## src/spq_pkg.sv

```systemverilog
// Shared types and codes for the sorted priority queue.
// No dependencies; imported by every module of the block.
`default_nettype none

package spq_pkg;

  // Access codes carried on op_i
  localparam logic OP_INSERT = 1'b0;
  localparam logic OP_REMOVE = 1'b1;

  // Result status codes
  localparam logic [1:0] STATUS_DONE  = 2'd0;
  localparam logic [1:0] STATUS_EMPTY = 2'd1;
  localparam logic [1:0] STATUS_FULL  = 2'd2;

  // Commands from the controller to the datapath
  typedef struct packed {
    logic       load;        // capture the accepted beat
    logic       rd;          // read the entry under the scan index
    logic       shift;       // move the read entry one slot along
    logic       place;       // write the new entry into the hole
    logic       capture;     // take the head entry as the result
    logic       finish;      // end the access and emit the result
    logic [1:0] fin_status;  // status to report on finish
  } spq_cmd_t;

  // Status from the datapath to the controller
  typedef struct packed {
    logic is_remove;  // current access is a remove
    logic full;       // queue holds its capacity
    logic empty;      // queue holds nothing
    logic idx_zero;   // scan index is zero
    logic idx_one;    // scan index is one
    logic greater;    // read priority is strictly above the new one
    logic last;       // remove scan is at the last held entry
  } spq_stat_t;

endpackage

`default_nettype wire

```

## src/spq_ctrl.sv

```systemverilog
// Controller state machine for the sorted priority queue.
// Depends on spq_pkg; drives spq_dp through command and status structs.
`default_nettype none

module spq_ctrl
  import spq_pkg::*;
(
  input  wire logic      clk_i,
  input  wire logic      rst_ni,
  input  wire logic      start_i,
  input  wire spq_stat_t stat_i,
  output spq_cmd_t       cmd_o,
  output logic           busy_o
);

  localparam logic [2:0] ST_IDLE  = 3'd0;
  localparam logic [2:0] ST_CHECK = 3'd1;
  localparam logic [2:0] ST_READ  = 3'd2;
  localparam logic [2:0] ST_STEP  = 3'd3;
  localparam logic [2:0] ST_PLACE = 3'd4;

  logic [2:0] state_q, state_d;

  // Sequence one access: check, then read and step through the entries
  always_comb begin
    cmd_o   = '0;
    state_d = state_q;
    case (state_q)
      ST_IDLE: begin
        if (start_i) begin
          cmd_o.load = 1'b1;
          state_d    = ST_CHECK;
        end
      end
      ST_CHECK: begin
        if (stat_i.is_remove) begin
          if (stat_i.empty) begin
            cmd_o.finish     = 1'b1;
            cmd_o.fin_status = STATUS_EMPTY;
            state_d          = ST_IDLE;
          end else begin
            state_d = ST_READ;
          end
        end else if (stat_i.full) begin
          cmd_o.finish     = 1'b1;
          cmd_o.fin_status = STATUS_FULL;
          state_d          = ST_IDLE;
        end else if (stat_i.idx_zero) begin
          cmd_o.place      = 1'b1;
          cmd_o.finish     = 1'b1;
          cmd_o.fin_status = STATUS_DONE;
          state_d          = ST_IDLE;
        end else begin
          state_d = ST_READ;
        end
      end
      ST_READ: begin
        cmd_o.rd = 1'b1;
        state_d  = ST_STEP;
      end
      ST_STEP: begin
        if (stat_i.is_remove) begin
          // head goes to the result, the rest move one slot toward the head
          if (stat_i.idx_zero) begin
            cmd_o.capture = 1'b1;
          end else begin
            cmd_o.shift = 1'b1;
          end
          if (stat_i.last) begin
            cmd_o.finish     = 1'b1;
            cmd_o.fin_status = STATUS_DONE;
            state_d          = ST_IDLE;
          end else begin
            state_d = ST_READ;
          end
        end else if (stat_i.greater) begin
          // open the hole one slot further toward the head
          cmd_o.shift = 1'b1;
          state_d     = stat_i.idx_one ? ST_PLACE : ST_READ;
        end else begin
          cmd_o.place      = 1'b1;
          cmd_o.finish     = 1'b1;
          cmd_o.fin_status = STATUS_DONE;
          state_d          = ST_IDLE;
        end
      end
      ST_PLACE: begin
        cmd_o.place      = 1'b1;
        cmd_o.finish     = 1'b1;
        cmd_o.fin_status = STATUS_DONE;
        state_d          = ST_IDLE;
      end
      default: begin
        state_d = ST_IDLE;
      end
    endcase
  end

  // Hold the state
  always_ff @(posedge clk_i or negedge rst_ni) begin
    if (!rst_ni) begin
      state_q <= ST_IDLE;
    end else begin
      state_q <= state_d;
    end
  end

  assign busy_o = (state_q != ST_IDLE);

endmodule

`default_nettype wire

```

## src/spq_dp.sv

```systemverilog
// Datapath of the sorted priority queue: entry memory, count, scan index, result.
// Depends on spq_pkg; commanded by spq_ctrl.
`default_nettype none

module spq_dp
  import spq_pkg::*;
#(
  parameter int CAPACITY      = 16,
  parameter int ITEM_BITS     = 32,
  parameter int PRIORITY_BITS = 16,
  parameter int CNT_W         = $clog2(CAPACITY + 1)
) (
  input  wire logic                     clk_i,
  input  wire logic                     rst_ni,
  input  wire spq_cmd_t                 cmd_i,
  output spq_stat_t                     stat_o,
  input  wire logic                     op_i,
  input  wire logic [ITEM_BITS-1:0]     item_value_i,
  input  wire logic [PRIORITY_BITS-1:0] priority_req_i,
  output logic [ITEM_BITS-1:0]          out_item_o,
  output logic [PRIORITY_BITS-1:0]      out_priority_o,
  output logic [1:0]                    status_o,
  output logic [CNT_W-1:0]              entry_count_o,
  output logic                          done_o
);

  localparam int AW = (CAPACITY > 1) ? $clog2(CAPACITY) : 1;
  localparam int EW = PRIORITY_BITS + ITEM_BITS;

  logic [EW-1:0]            mem_q [CAPACITY];
  logic [EW-1:0]            rd_q;
  logic                     op_q;
  logic [ITEM_BITS-1:0]     item_q;
  logic [PRIORITY_BITS-1:0] prio_q;
  logic [CNT_W-1:0]         count_q;
  logic [CNT_W-1:0]         idx_q;
  logic [CNT_W-1:0]         idx_m1;
  logic [CNT_W-1:0]         idx_p1;
  logic [ITEM_BITS-1:0]     res_item_q;
  logic [PRIORITY_BITS-1:0] res_prio_q;
  logic [1:0]               status_q;
  logic                     done_q;
  logic                     is_remove;
  logic [AW-1:0]            raddr;
  logic [AW-1:0]            waddr;
  logic [EW-1:0]            wdata;
  logic                     we;

  assign is_remove = (op_q == OP_REMOVE);
  assign idx_m1    = idx_q - CNT_W'(1);
  assign idx_p1    = idx_q + CNT_W'(1);

  // Insert scans from the tail toward the head, remove from the head outward
  assign raddr = is_remove ? idx_q[AW-1:0] : idx_m1[AW-1:0];
  assign waddr = is_remove ? idx_m1[AW-1:0] : idx_q[AW-1:0];
  assign wdata = cmd_i.place ? {prio_q, item_q} : rd_q;
  assign we    = cmd_i.shift | cmd_i.place;

  // Entry memory: one write, one registered read per cycle
  always_ff @(posedge clk_i) begin
    if (we) begin
      mem_q[waddr] <= wdata;
    end
    if (cmd_i.rd) begin
      rd_q <= mem_q[raddr];
    end
  end

  // Capture the beat and hold the result payload
  always_ff @(posedge clk_i) begin
    if (cmd_i.load) begin
      op_q       <= op_i;
      item_q     <= item_value_i;
      prio_q     <= priority_req_i;
      res_item_q <= '0;
      res_prio_q <= '0;
    end else if (cmd_i.capture) begin
      res_prio_q <= rd_q[EW-1:ITEM_BITS];
      res_item_q <= rd_q[ITEM_BITS-1:0];
    end
    if (cmd_i.finish) begin
      status_q <= cmd_i.fin_status;
    end
  end

  // Count, scan index and result strobe
  always_ff @(posedge clk_i or negedge rst_ni) begin
    if (!rst_ni) begin
      count_q <= '0;
      idx_q   <= '0;
      done_q  <= 1'b0;
    end else begin
      done_q <= cmd_i.finish;
      if (cmd_i.load) begin
        idx_q <= (op_i == OP_REMOVE) ? '0 : count_q;
      end else if (cmd_i.shift || cmd_i.capture) begin
        idx_q <= is_remove ? idx_p1 : idx_m1;
      end
      if (cmd_i.finish && (cmd_i.fin_status == STATUS_DONE)) begin
        count_q <= is_remove ? (count_q - CNT_W'(1)) : (count_q + CNT_W'(1));
      end
    end
  end

  // Report to the controller
  assign stat_o.is_remove = is_remove;
  assign stat_o.full      = (count_q == CNT_W'(CAPACITY));
  assign stat_o.empty     = (count_q == '0);
  assign stat_o.idx_zero  = (idx_q == '0);
  assign stat_o.idx_one   = (idx_q == CNT_W'(1));
  assign stat_o.greater   = (rd_q[EW-1:ITEM_BITS] > prio_q);
  assign stat_o.last      = (idx_p1 == count_q);

  assign out_item_o     = res_item_q;
  assign out_priority_o = res_prio_q;
  assign status_o       = status_q;
  assign entry_count_o  = count_q;
  assign done_o         = done_q;

endmodule

`default_nettype wire

```

## src/sorted_priority_queue_unit.sv

```systemverilog
// Top level of the sorted priority queue.
// Depends on spq_pkg, spq_ctrl and spq_dp.
//
// Usage: drive op_i (insert or remove), item_value_i and priority_req_i with
// start high; the beat is taken at the edge where start is high and busy low.
// busy stays high until the access is finished. One result beat follows each
// access: done_o is high for exactly one cycle while out_item_o,
// out_priority_o, status_o and entry_count_o carry the result; the receiver
// must take it then, as there is no way to hold it off.
// Entries sit in one memory in ascending priority order; each entry visited is
// read in the READ state, then compared and written back in the STEP state.
// An insert moves each entry of greater priority one slot toward the tail,
// scanning from the tail and stopping at a smaller-or-equal entry or at the
// head; a remove reads every held entry and moves all but the head toward it.
// An insert into an empty queue, an insert when full and a remove when empty
// finish straight from the check.
// A new beat may be accepted in the cycle done_o is high.
// Reset empties the queue at once; entry memory contents are left as they are.
`default_nettype none

module sorted_priority_queue_unit
  import spq_pkg::*;
#(
  parameter int CAPACITY      = 16,
  parameter int ITEM_BITS     = 32,
  parameter int PRIORITY_BITS = 16
) (
  input  wire logic                               clk_i,
  input  wire logic                               rst_ni,
  input  wire logic                               start,
  output logic                                    busy,
  input  wire logic                               op_i,
  input  wire logic [ITEM_BITS-1:0]               item_value_i,
  input  wire logic [PRIORITY_BITS-1:0]           priority_req_i,
  output logic                                    done_o,
  output logic [ITEM_BITS-1:0]                    out_item_o,
  output logic [PRIORITY_BITS-1:0]                out_priority_o,
  output logic [1:0]                              status_o,
  output logic [$clog2(CAPACITY+1)-1:0]           entry_count_o
);

  localparam int CNT_W = $clog2(CAPACITY + 1);

  spq_cmd_t  cmd;
  spq_stat_t stat;

  spq_ctrl u_ctrl (
    .clk_i  (clk_i),
    .rst_ni (rst_ni),
    .start_i(start),
    .stat_i (stat),
    .cmd_o  (cmd),
    .busy_o (busy)
  );

  spq_dp #(
    .CAPACITY     (CAPACITY),
    .ITEM_BITS    (ITEM_BITS),
    .PRIORITY_BITS(PRIORITY_BITS),
    .CNT_W        (CNT_W)
  ) u_dp (
    .clk_i         (clk_i),
    .rst_ni        (rst_ni),
    .cmd_i         (cmd),
    .stat_o        (stat),
    .op_i          (op_i),
    .item_value_i  (item_value_i),
    .priority_req_i(priority_req_i),
    .out_item_o    (out_item_o),
    .out_priority_o(out_priority_o),
    .status_o      (status_o),
    .entry_count_o (entry_count_o),
    .done_o        (done_o)
  );

endmodule

`default_nettype wire

```

## config.mk

```make
export PLATFORM = sky130hd
export DESIGN_NAME = sorted_priority_queue_unit
export DESIGN_NICKNAME = d
export VERILOG_FILES = /design/src/spq_pkg.sv /design/src/spq_ctrl.sv /design/src/spq_dp.sv /design/src/sorted_priority_queue_unit.sv
export SDC_FILE = /design/constraint.sdc
export NUM_CORES = 1
export LEC_CHECK = 0
export BUFFER_PORTS_ARGS = -buffer_cell sky130_fd_sc_hd__buf_4
export CAP_MARGIN = 20
export CELL_PAD_IN_SITES_DETAIL_PLACEMENT = 1
export CELL_PAD_IN_SITES_GLOBAL_PLACEMENT = 2
export CORE_MARGIN = 4
export CORE_UTILIZATION = 30
export CTS_BUF_LIST = sky130_fd_sc_hd__clkbuf_8
export DETAILED_ROUTE_END_ITERATION = 12
export GPL_TIMING_DRIVEN = 1
export PLACE_DENSITY_LB_ADDON = 0.1
export SLEW_MARGIN = 30
export SYNTH_ARGS = -nofsm -noshare
export SYNTH_HDL_FRONTEND = slang
export SYNTH_SLANG_ARGS = --single-unit
```

## constraint.sdc

```tcl
create_clock -name clk_i -period 5.2 [get_ports clk_i]
set_clock_uncertainty 0.1 [all_clocks]
set_input_delay 0.26 -clock clk_i [delete_from_list [all_inputs] [get_ports clk_i]]
set_output_delay 0.26 -clock clk_i [all_outputs]
set_load 0.01 [all_outputs]
```

==> summary.txt, run 1 <==
Detailed routing
  • DRC viols: 0
  • Antenna-violating nets left: 0
  • Detailed-route vias per instance: 4.730
  • Number of detailed-route iterations in the first pass: 5
  • Total number of vias: 18620
  • Aggregate routed wire length: 97310 microns
  • Initial detailed-routing violation count: about 1100
  • Routed length per placed instance: 24.72 microns

Setup path
  • Kind of end point of the critical path: register
  • Crit-path max FO: 31
  • Startpoint kind of the worst setup timing path: register
  • Cell breakdown of the critical path: inv_1 -> ha_1 -> or4b_2 -> a21oi_1 -> o21ai_0 -> a21oi_1 -> or2_2 -> nand3_1 -> nor2_4 -> buf_4
  • Worst path arrival time: 4.49 ns
  • Reg-to-reg setup timing slack: 1.05 ns
  • Most numerous cell on the critical path: sky130_fd_sc_hd__a21oi_1
  • Number of buffers and inverters on the critical path: 2
  • Worst setup path category: register to register
  • Worst-case reg-to-reg path depth: 10
  • Cell with the largest stage delay on the worst path: sky130_fd_sc_hd__or4b_2
  • Largest stage delay on the critical path: 0.67 ns
  • Kind of cell adding the most delay to the critical path: simple AND/OR/NAND/NOR gates
  • Required arrival time at the worst endpoint: 5.54 ns
  • Reg-to-reg critical path startpoint: u_dp.idx_q[0]
  • Endpoint of the worst register-to-register path: u_dp.mem_q[3][0]

Die
  • Die Span Y: ~360 microns
  • Initial standard-cell utilization of the core: 0.3015
  • Total die area: 126000 sq um
  • Core area: 119800 sq um
  • Die outline width: 355.0 microns
  • Standard-cell row count: 127
  • Num ports: 109

GRT
  • Aggregate global routing overflow: 0
  • Antenna violations before repair: 2
  • Global routing usage summed across all routing layers: 0.1564
  • Pin count of the biggest net entering global routing: 97
  • Vias in the first global route: roughly 21000
  • Wire length of the first global-routing pass: 144200 microns

Final layout
  • Area added between synthesis and finish: 21.18%
  • Number of fill cells: 11830
  • Share of cells above drive strength 1: 0.2802
  • Count of non-filler cells in the finished layout: 3937
  • Sequential cell area: 27350 sq um
  • Nets: between 2000 and 2500
  • Total area of multi-input combinational cells: 8467 sq um

Clock tree
  • Bufs on Longest Clock Path: 3
  • Worst-skew pair later-pin latency: a little over 0.8 ns
  • Clock tree from TritonCTS: yes
  • Clock slew at reported path FFs: 0.06 ns
  • Number of H-tree branching levels: 4
  • Clock buffer count from CTS: 166
  • # clock sinks: 929
  • Clock root buffer: sky130_fd_sc_hd__clkbuf_8

Placement
  • Final weighted congestion of routability-driven global placement: 0.6923
  • # port buffers: approximately 110
  • Post-placement cell count: approximately 3500
  • Total half-perimeter wirelength after legalization and detailed placement: 55230 microns

Hold path
  • Worst hold path startpoint: start
  • Worst Hold Endpoint: u_ctrl.state_q[0]
  • Worst Hold Path Cells: 4
  • Hold Path Class: primary input to register

Synth
  • Synth Instances: 1835
  • Area of the mapped netlist: ~36000 sq um
  • Number of enable-type register cells in the synthesized netlist: approximately 870
  • Flip-flop cell with the highest count after synthesis: sky130_fd_sc_hd__edfxtp_1
  • Flip-flop and latch count after synthesis: approximately 930
  • Cell variety after synth: 57
  • Synthesized area per cell: a little under 20 sq um
  • Synthesis warning total: 0
  • Sequential element share of the synthesized area: 0.7569
  • Proportion of register bits with asynchronous set or reset after synthesis: 0.01507
  • Net count of the mapped netlist: 1912

STA
  • Setup Total Neg Slack: 0 ns
  • Final number of max-transition violations: 0
  • Final number of hold-violating endpoints: 0
  • Setup violators final: 0
  • Max transition margin: 0.4489
  • Slew at the pin with the worst max-slew slack: around 0.82 ns
  • Timing-limited maximum frequency: 241.0 MHz
  • Time the final worst path needs with I/O delays and setup: 4.149 ns
  • Period utilization: 0.7980
  • Setup repair after global routing missed its margin: no

Power
  • Power density cells: 648.3 nW/um^2
  • Leak Pwr: 14.50 nW
  • Worst IR Drop VDD: 0.5208 mV

Flow run
  • Max_cap viols: 0

Status
  • Run status: finished, final reports clean
[area by class of cell]
type,instances,area share
multi-input cells,783,0.1934
clock inverters,117,0.01420
repair buffers,283,0.06090
clock buffers,186,0.05847
well taps,1612,0.04607
flip-flops and latches,929,0.6246
inverters,25,0.002201
diodes,2,0.0001143
[cells by family after synthesis]
logic type | after synthesis | share of synthesized area
buffers and inverters | 123 | 0.01416
and+or+nand+nor | 251 | 0.03339
AOI/OAI and AO/OA | 197 | 0.03294
xor gates and xnor gates | 15 | 0.003637
muxes | 295 | 0.1501
adders and majority gates | 25 | 0.008866
DFF | 929 | 0.7569
[worst max path at each step]
stage | start | end | slack [ns] | depth (start not counted)
2_1_floorplan | u_dp.idx_q[0] | u_dp.mem_q[10][0] | 0.34 | 9
3_3_place_gp | u_dp.idx_q[0] | u_dp.mem_q[9][17] | 1.08 | 10
3_5_place_dp | u_dp.idx_q[0] | u_dp.mem_q[3][10] | 1.07 | 10
4_1_cts | u_dp.idx_q[0] | u_dp.mem_q[3][45] | 1.03 | 10
5_1_grt | u_dp.idx_q[1] | u_dp.mem_q[3][45] | 0.82 | 10
6_report | u_dp.idx_q[0] | u_dp.mem_q[3][0] | 1.05 | 10
[cells in the final DEF, fill, tap and decap left out, types with 3 or more instances in the layout]
| master | synthesis | final |
|---|---|---|
| sky130_fd_sc_hd__a211oi_1 | 48 | 48 |
| sky130_fd_sc_hd__a21oi_1 | 119 | 118 |
| sky130_fd_sc_hd__buf_12 | 0 | 20 |
| sky130_fd_sc_hd__buf_4 | 2 | 158 |
| sky130_fd_sc_hd__bufinv_16 | 0 | 5 |
| sky130_fd_sc_hd__clkbuf_8 | 0 | 186 |
| sky130_fd_sc_hd__clkinv_1 | 1 | 38 |
| sky130_fd_sc_hd__clkinv_2 | 0 | 10 |
| sky130_fd_sc_hd__clkinvlp_4 | 0 | 3 |
| sky130_fd_sc_hd__dfrtp_1 | 14 | 14 |
| sky130_fd_sc_hd__dfxtp_1 | 48 | 48 |
| sky130_fd_sc_hd__dlygate4sd3_1 | 0 | 101 |
| sky130_fd_sc_hd__edfxtp_1 | 867 | 867 |
| sky130_fd_sc_hd__ha_1 | 24 | 23 |
| sky130_fd_sc_hd__inv_1 | 23 | 80 |
| sky130_fd_sc_hd__inv_6 | 0 | 3 |
| sky130_fd_sc_hd__mux2_1 | 20 | 20 |
| sky130_fd_sc_hd__mux2_2 | 33 | 33 |
| sky130_fd_sc_hd__mux2i_1 | 50 | 49 |
| sky130_fd_sc_hd__mux4_2 | 192 | 192 |
| sky130_fd_sc_hd__nand2_1 | 114 | 114 |
| sky130_fd_sc_hd__nand2b_1 | 5 | 5 |
| sky130_fd_sc_hd__nand3_1 | 8 | 7 |
| sky130_fd_sc_hd__nand4_1 | 3 | 3 |
| sky130_fd_sc_hd__nor2_1 | 39 | 23 |
| sky130_fd_sc_hd__nor2_4 | 0 | 16 |
| sky130_fd_sc_hd__nor2b_1 | 51 | 51 |
| sky130_fd_sc_hd__nor3_1 | 10 | 9 |
| sky130_fd_sc_hd__nor4_1 | 4 | 4 |
| sky130_fd_sc_hd__o21ai_0 | 9 | 8 |
| sky130_fd_sc_hd__o22ai_1 | 3 | 3 |
| sky130_fd_sc_hd__or3_1 | 5 | 5 |
| sky130_fd_sc_hd__xnor2_1 | 8 | 6 |
| sky130_fd_sc_hd__xor2_1 | 7 | 7 |
[per-layer routing]
metal	global-route usage	up-vias	wire [microns]	part of all wire
met5	0	-	0	0
met4	0.04894	0	2137	0.022
met3	0.03429	152	4285	0.044
met2	0.2550	348	46850	0.48
met1	0.2094	9955	44030	0.45
li1	-	8167	-	-
[metrics by stage]
step	hold WS [ns]	area [sq um]	utilization	setup WS (ns)	total power, mW
3_5_place_dp	0.04521	39580	0.3304	1.070	22.29
2_1_floorplan	-0.1356	36130	-	0.3448	17.90
4_1_cts	0.06153	43770	0.3654	1.026	29.07
5_1_grt	0.1109	43780	0.3654	0.8155	30.18
3_3_place_gp	0.04202	39490	0.3296	1.076	22.00
6_report	0.1728	43780	0.3654	1.051	28.38
[registers in the layout, summed over array words and instances (netlist names), 3 cells and up]
name,count
u_dp.out_priority_o,16
u_ctrl.state_q,3
u_dp.item_q,32
u_dp.out_item_o,32
u_dp.entry_count_o,5
u_dp.idx_q,5
u_dp.rd_q,48
u_dp.prio_q,16
u_dp.mem_q,768
[power breakdown]
part	switching [mW]	internal (mW)	total, mW
clock	3.02	3.51	6.53
combinational	6.18	4.04	10.2
sequential	0.590	11.0	11.6
total	9.78	18.6	28.4
[timing repair]
action | 4_1_cts | 5_1_grt
buffers inserted | 0 | 0
resized for setup | 0 | 0
hold buffers | 101 | 0
endpoints found under the setup margin | 0 | 0
endpoints found under the hold margin | 69 | 0
[cells in the mapped netlist, types with 24 or more instances]
master / instances / area, sq um
sky130_fd_sc_hd__a21oi_1: 119 / 595.6
sky130_fd_sc_hd__mux2i_1: 50 / 500.5
sky130_fd_sc_hd__dfxtp_1: 48 / 960.9
sky130_fd_sc_hd__a211oi_1: 48 / 360.4
sky130_fd_sc_hd__mux2_2: 33 / 371.6
sky130_fd_sc_hd__nor2b_1: 51 / 319.1
sky130_fd_sc_hd__nor2_1: 39 / 146.4
sky130_fd_sc_hd__edfxtp_1: 867 / 26030
sky130_fd_sc_hd__ha_1: 24 / 300.3
sky130_fd_sc_hd__nand2_1: 114 / 427.9
sky130_fd_sc_hd__buf_1: 25 / 93.84
sky130_fd_sc_hd__mux4_2: 192 / 4324
sky130_fd_sc_hd__clkbuf_1: 52 / 195.2
[worst min-delay path, delay by kind of cell]
| family | cells | cell delay (ns) |
|---|---|---|
| buf+inv | 2 | 0.66 |
| simple gates | 2 | 0.14 |
No activity file was read; power rests on OpenSTA's default activity.
==> inputs of run 2 (changes only) <==
Clock period 5.2 ns to 4 ns, I/O delays scaled along.
==> summary.txt, run 2 (synthesized netlist as in run 1, its figures left out) <==
Status
  • Run status: finished, final reports clean

Die
  • Die outline width: between 300 and 400 microns
  • Core area: 119800 sq um
  • Initial standard-cell utilization of the core: 0.3015
  • Num ports: between 100 and 150
  • Total die area: 126000 sq um
  • Die Span Y: 355.0 microns
  • Standard-cell row count: 127

Placement
  • Total half-perimeter wirelength after legalization and detailed placement: about 57000 microns
  • Post-placement cell count: around 3600
  • Dpl ws: 0.1050 ns
  • # port buffers: between 100 and 150
  • Instance area after placement: 40130 sq um
  • Final weighted congestion of routability-driven global placement: a little over 0.7

Final layout
  • Number of fill cells: 11860
  • Largest register FFs: 768
  • Sequential cell area: 27350 sq um
  • Biggest regs: u_dp.mem_q (768), u_dp.rd_q (48)
  • Fraction of the core area covered by cells at the end of the flow: 0.3705
  • Count of non-filler cells in the finished layout: about 4000
  • Most flops, register: u_dp.mem_q
  • Area added between synthesis and finish: 22.86%
  • Post-route design area: 44390 sq um
  • Nets: 2307
  • Most frequent cells in the layout: sky130_fd_sc_hd__edfxtp_1, sky130_fd_sc_hd__mux4_2, sky130_fd_sc_hd__clkbuf_8, sky130_fd_sc_hd__buf_4, sky130_fd_sc_hd__a21oi_1
  • Share of cells above drive strength 1: 0.2953
  • Total area of multi-input combinational cells: 8458 sq um
  • Most frequent standard cell in the layout excluding fill and tap cells: sky130_fd_sc_hd__edfxtp_1

GRT
  • Pin count of the biggest net entering global routing: 97
  • Vias in the first global route: 21090
  • Aggregate global routing overflow: 0
  • Wire length of the first global-routing pass: roughly 150000 microns
  • Global routing usage summed across all routing layers: 0.1599
  • Antenna violations before repair: 4

STA
  • Timing-limited maximum frequency: 261.3 MHz
  • Hold_ws: 0.1367 ns
  • Setup repair after global routing missed its margin: no
  • Setup violators final: 0
  • Period utilization: 0.9567
  • Setup Total Neg Slack: 0 ns
  • Worst path setup slack after routing: between 0.15 and 0.2 ns
  • Time the final worst path needs with I/O delays and setup: around 3.8 ns
  • Slew at the pin with the worst max-slew slack: 0.9696 ns
  • Final number of max-transition violations: 0
  • Max transition margin: 0.3476
  • Final number of hold-violating endpoints: 0

Clock tree
  • Clock tree from TritonCTS: yes
  • Clock root buffer: sky130_fd_sc_hd__clkbuf_8
  • Clock buffer count from CTS: about 170
  • # clock sinks: 929
  • Worst-skew pair later-pin latency: 0.82 ns
  • Number of H-tree branching levels: 4
  • Clock slew at reported path FFs: 0.06 ns
  • Bufs on Longest Clock Path: 3

Detailed routing
  • Aggregate routed wire length: 100300 microns
  • Number of detailed-route iterations in the first pass: 7
  • DRC viols: 0
  • Initial detailed-routing violation count: 1058
  • Total number of vias: around 19000
  • Antenna-violating nets left: 0
  • Routed length per placed instance: 25.16 microns
  • Detailed-route vias per instance: between 4 and 5

Hold path
  • Hold Path Class: primary input to register

Setup path
  • Number of buffers and inverters on the critical path: 2
  • Worst path arrival time: between 4 and 5 ns
  • Largest stage delay on the critical path: 0.67 ns
  • Kind of cell adding the most delay to the critical path: simple AND/OR/NAND/NOR gates
  • Most numerous cell on the critical path: sky130_fd_sc_hd__a21oi_1
  • Worst setup path category: register to register
  • Cell with the largest stage delay on the worst path: sky130_fd_sc_hd__or4b_2
  • Crit-path max FO: 38
  • Cell breakdown of the critical path: inv_1 -> ha_1 -> or4b_2 -> a21oi_1 -> o21ai_0 -> a21oi_1 -> nor2_1 -> or3_1 -> nor2_4 -> buf_12
  • Required arrival time at the worst endpoint: 4.33 ns
  • Kind of end point of the critical path: register
  • Startpoint kind of the worst setup timing path: register

Power
  • Worst IR Drop VDD: 0.6172 mV
  • Power density cells: 826.6 nW/um^2
  • Total Power Consumption: 36.69 mW
  • Leak Pwr: between 10 and 15 nW

Flow run
  • Max_cap viols: 0
[run 2: cell types whose count changed in the layout (fill, tap and decap cells not counted), moves of 3 or more]
cell | before | now
sky130_fd_sc_hd__clkinv_2 | 10 | 22
sky130_fd_sc_hd__clkinv_1 | 38 | 35
sky130_fd_sc_hd__buf_12 | 20 | 49
sky130_fd_sc_hd__clkinvlp_4 | 3 | 7
sky130_fd_sc_hd__inv_1 | 80 | 83
sky130_fd_sc_hd__buf_4 | 158 | 171
sky130_fd_sc_hd__clkbuf_8 | 186 | 181
[run 2: per-layer routing]
| metal | GRT usage | up-vias | share of wire |
|---|---|---|---|
| li1 | - | 8252 | - |
| met1 | 0.2116 | 10030 | 0.44 |
| met2 | 0.2712 | 366 | 0.50 |
| met3 | 0.02655 | 144 | 0.037 |
| met4 | 0.04813 | 0 | 0.021 |
| met5 | 0 | - | 0 |
[run 2: tightest hold or removal path, stage by stage]
cell and delay (ns):
sky130_fd_sc_hd__dlygate4sd3_1 0.53, sky130_fd_sc_hd__buf_4 0.11, sky130_fd_sc_hd__nor2_1 0.04, sky130_fd_sc_hd__nor3_1 0.11
[run 2: what timing repair did]
item	4_1_cts	5_1_grt
hold endpoints to repair	78	14
setup buffers	0	4
hold buffers	101	1
gates resized for setup	0	0
endpoints found under the setup margin	0	57
[run 2: final cells by class]
| class | count | share of cell area |
|---|---|---|
| diodes | 1 | 0.00005638 |
| well taps | 1612 | 0.04544 |
| clock inverters | 134 | 0.01567 |
| flip-flops and latches | 929 | 0.6161 |
| inverters | 25 | 0.002170 |
| clock buffers | 181 | 0.05612 |
| multi-input cells | 783 | 0.1906 |
| repair buffers | 322 | 0.07391 |
[run 2: report_power, final]
| group | leakage, nW | internal (mW) | switching (mW) | total [mW] |
|---|---|---|---|---|
| clock network | 1.85 | 4.40 | 4.03 | 8.43 |
| logic | 4.53 | 5.45 | 7.73 | 13.2 |
| registers | 8.40 | 14.3 | 0.736 | 15.1 |
[run 2: final timing paths]
path | start | endpoint | slack (ns) | cells past startpoint
max | u_dp.idx_q[1] | u_dp.mem_q[6][19] | 0.17 | 10
min | start | u_ctrl.state_q[0] | 0.14 | 4
max reg2reg | u_dp.idx_q[1] | u_dp.mem_q[6][19] | 0.17 | 10
min reg2reg | u_dp.out_item_o[28] | u_dp.out_item_o[28] | 0.35 | 2
max in group asynchronous | rst_ni | u_dp.done_o | 3.07 | 4
min in group asynchronous | rst_ni | u_dp.entry_count_o[4] | 0.40 | 4
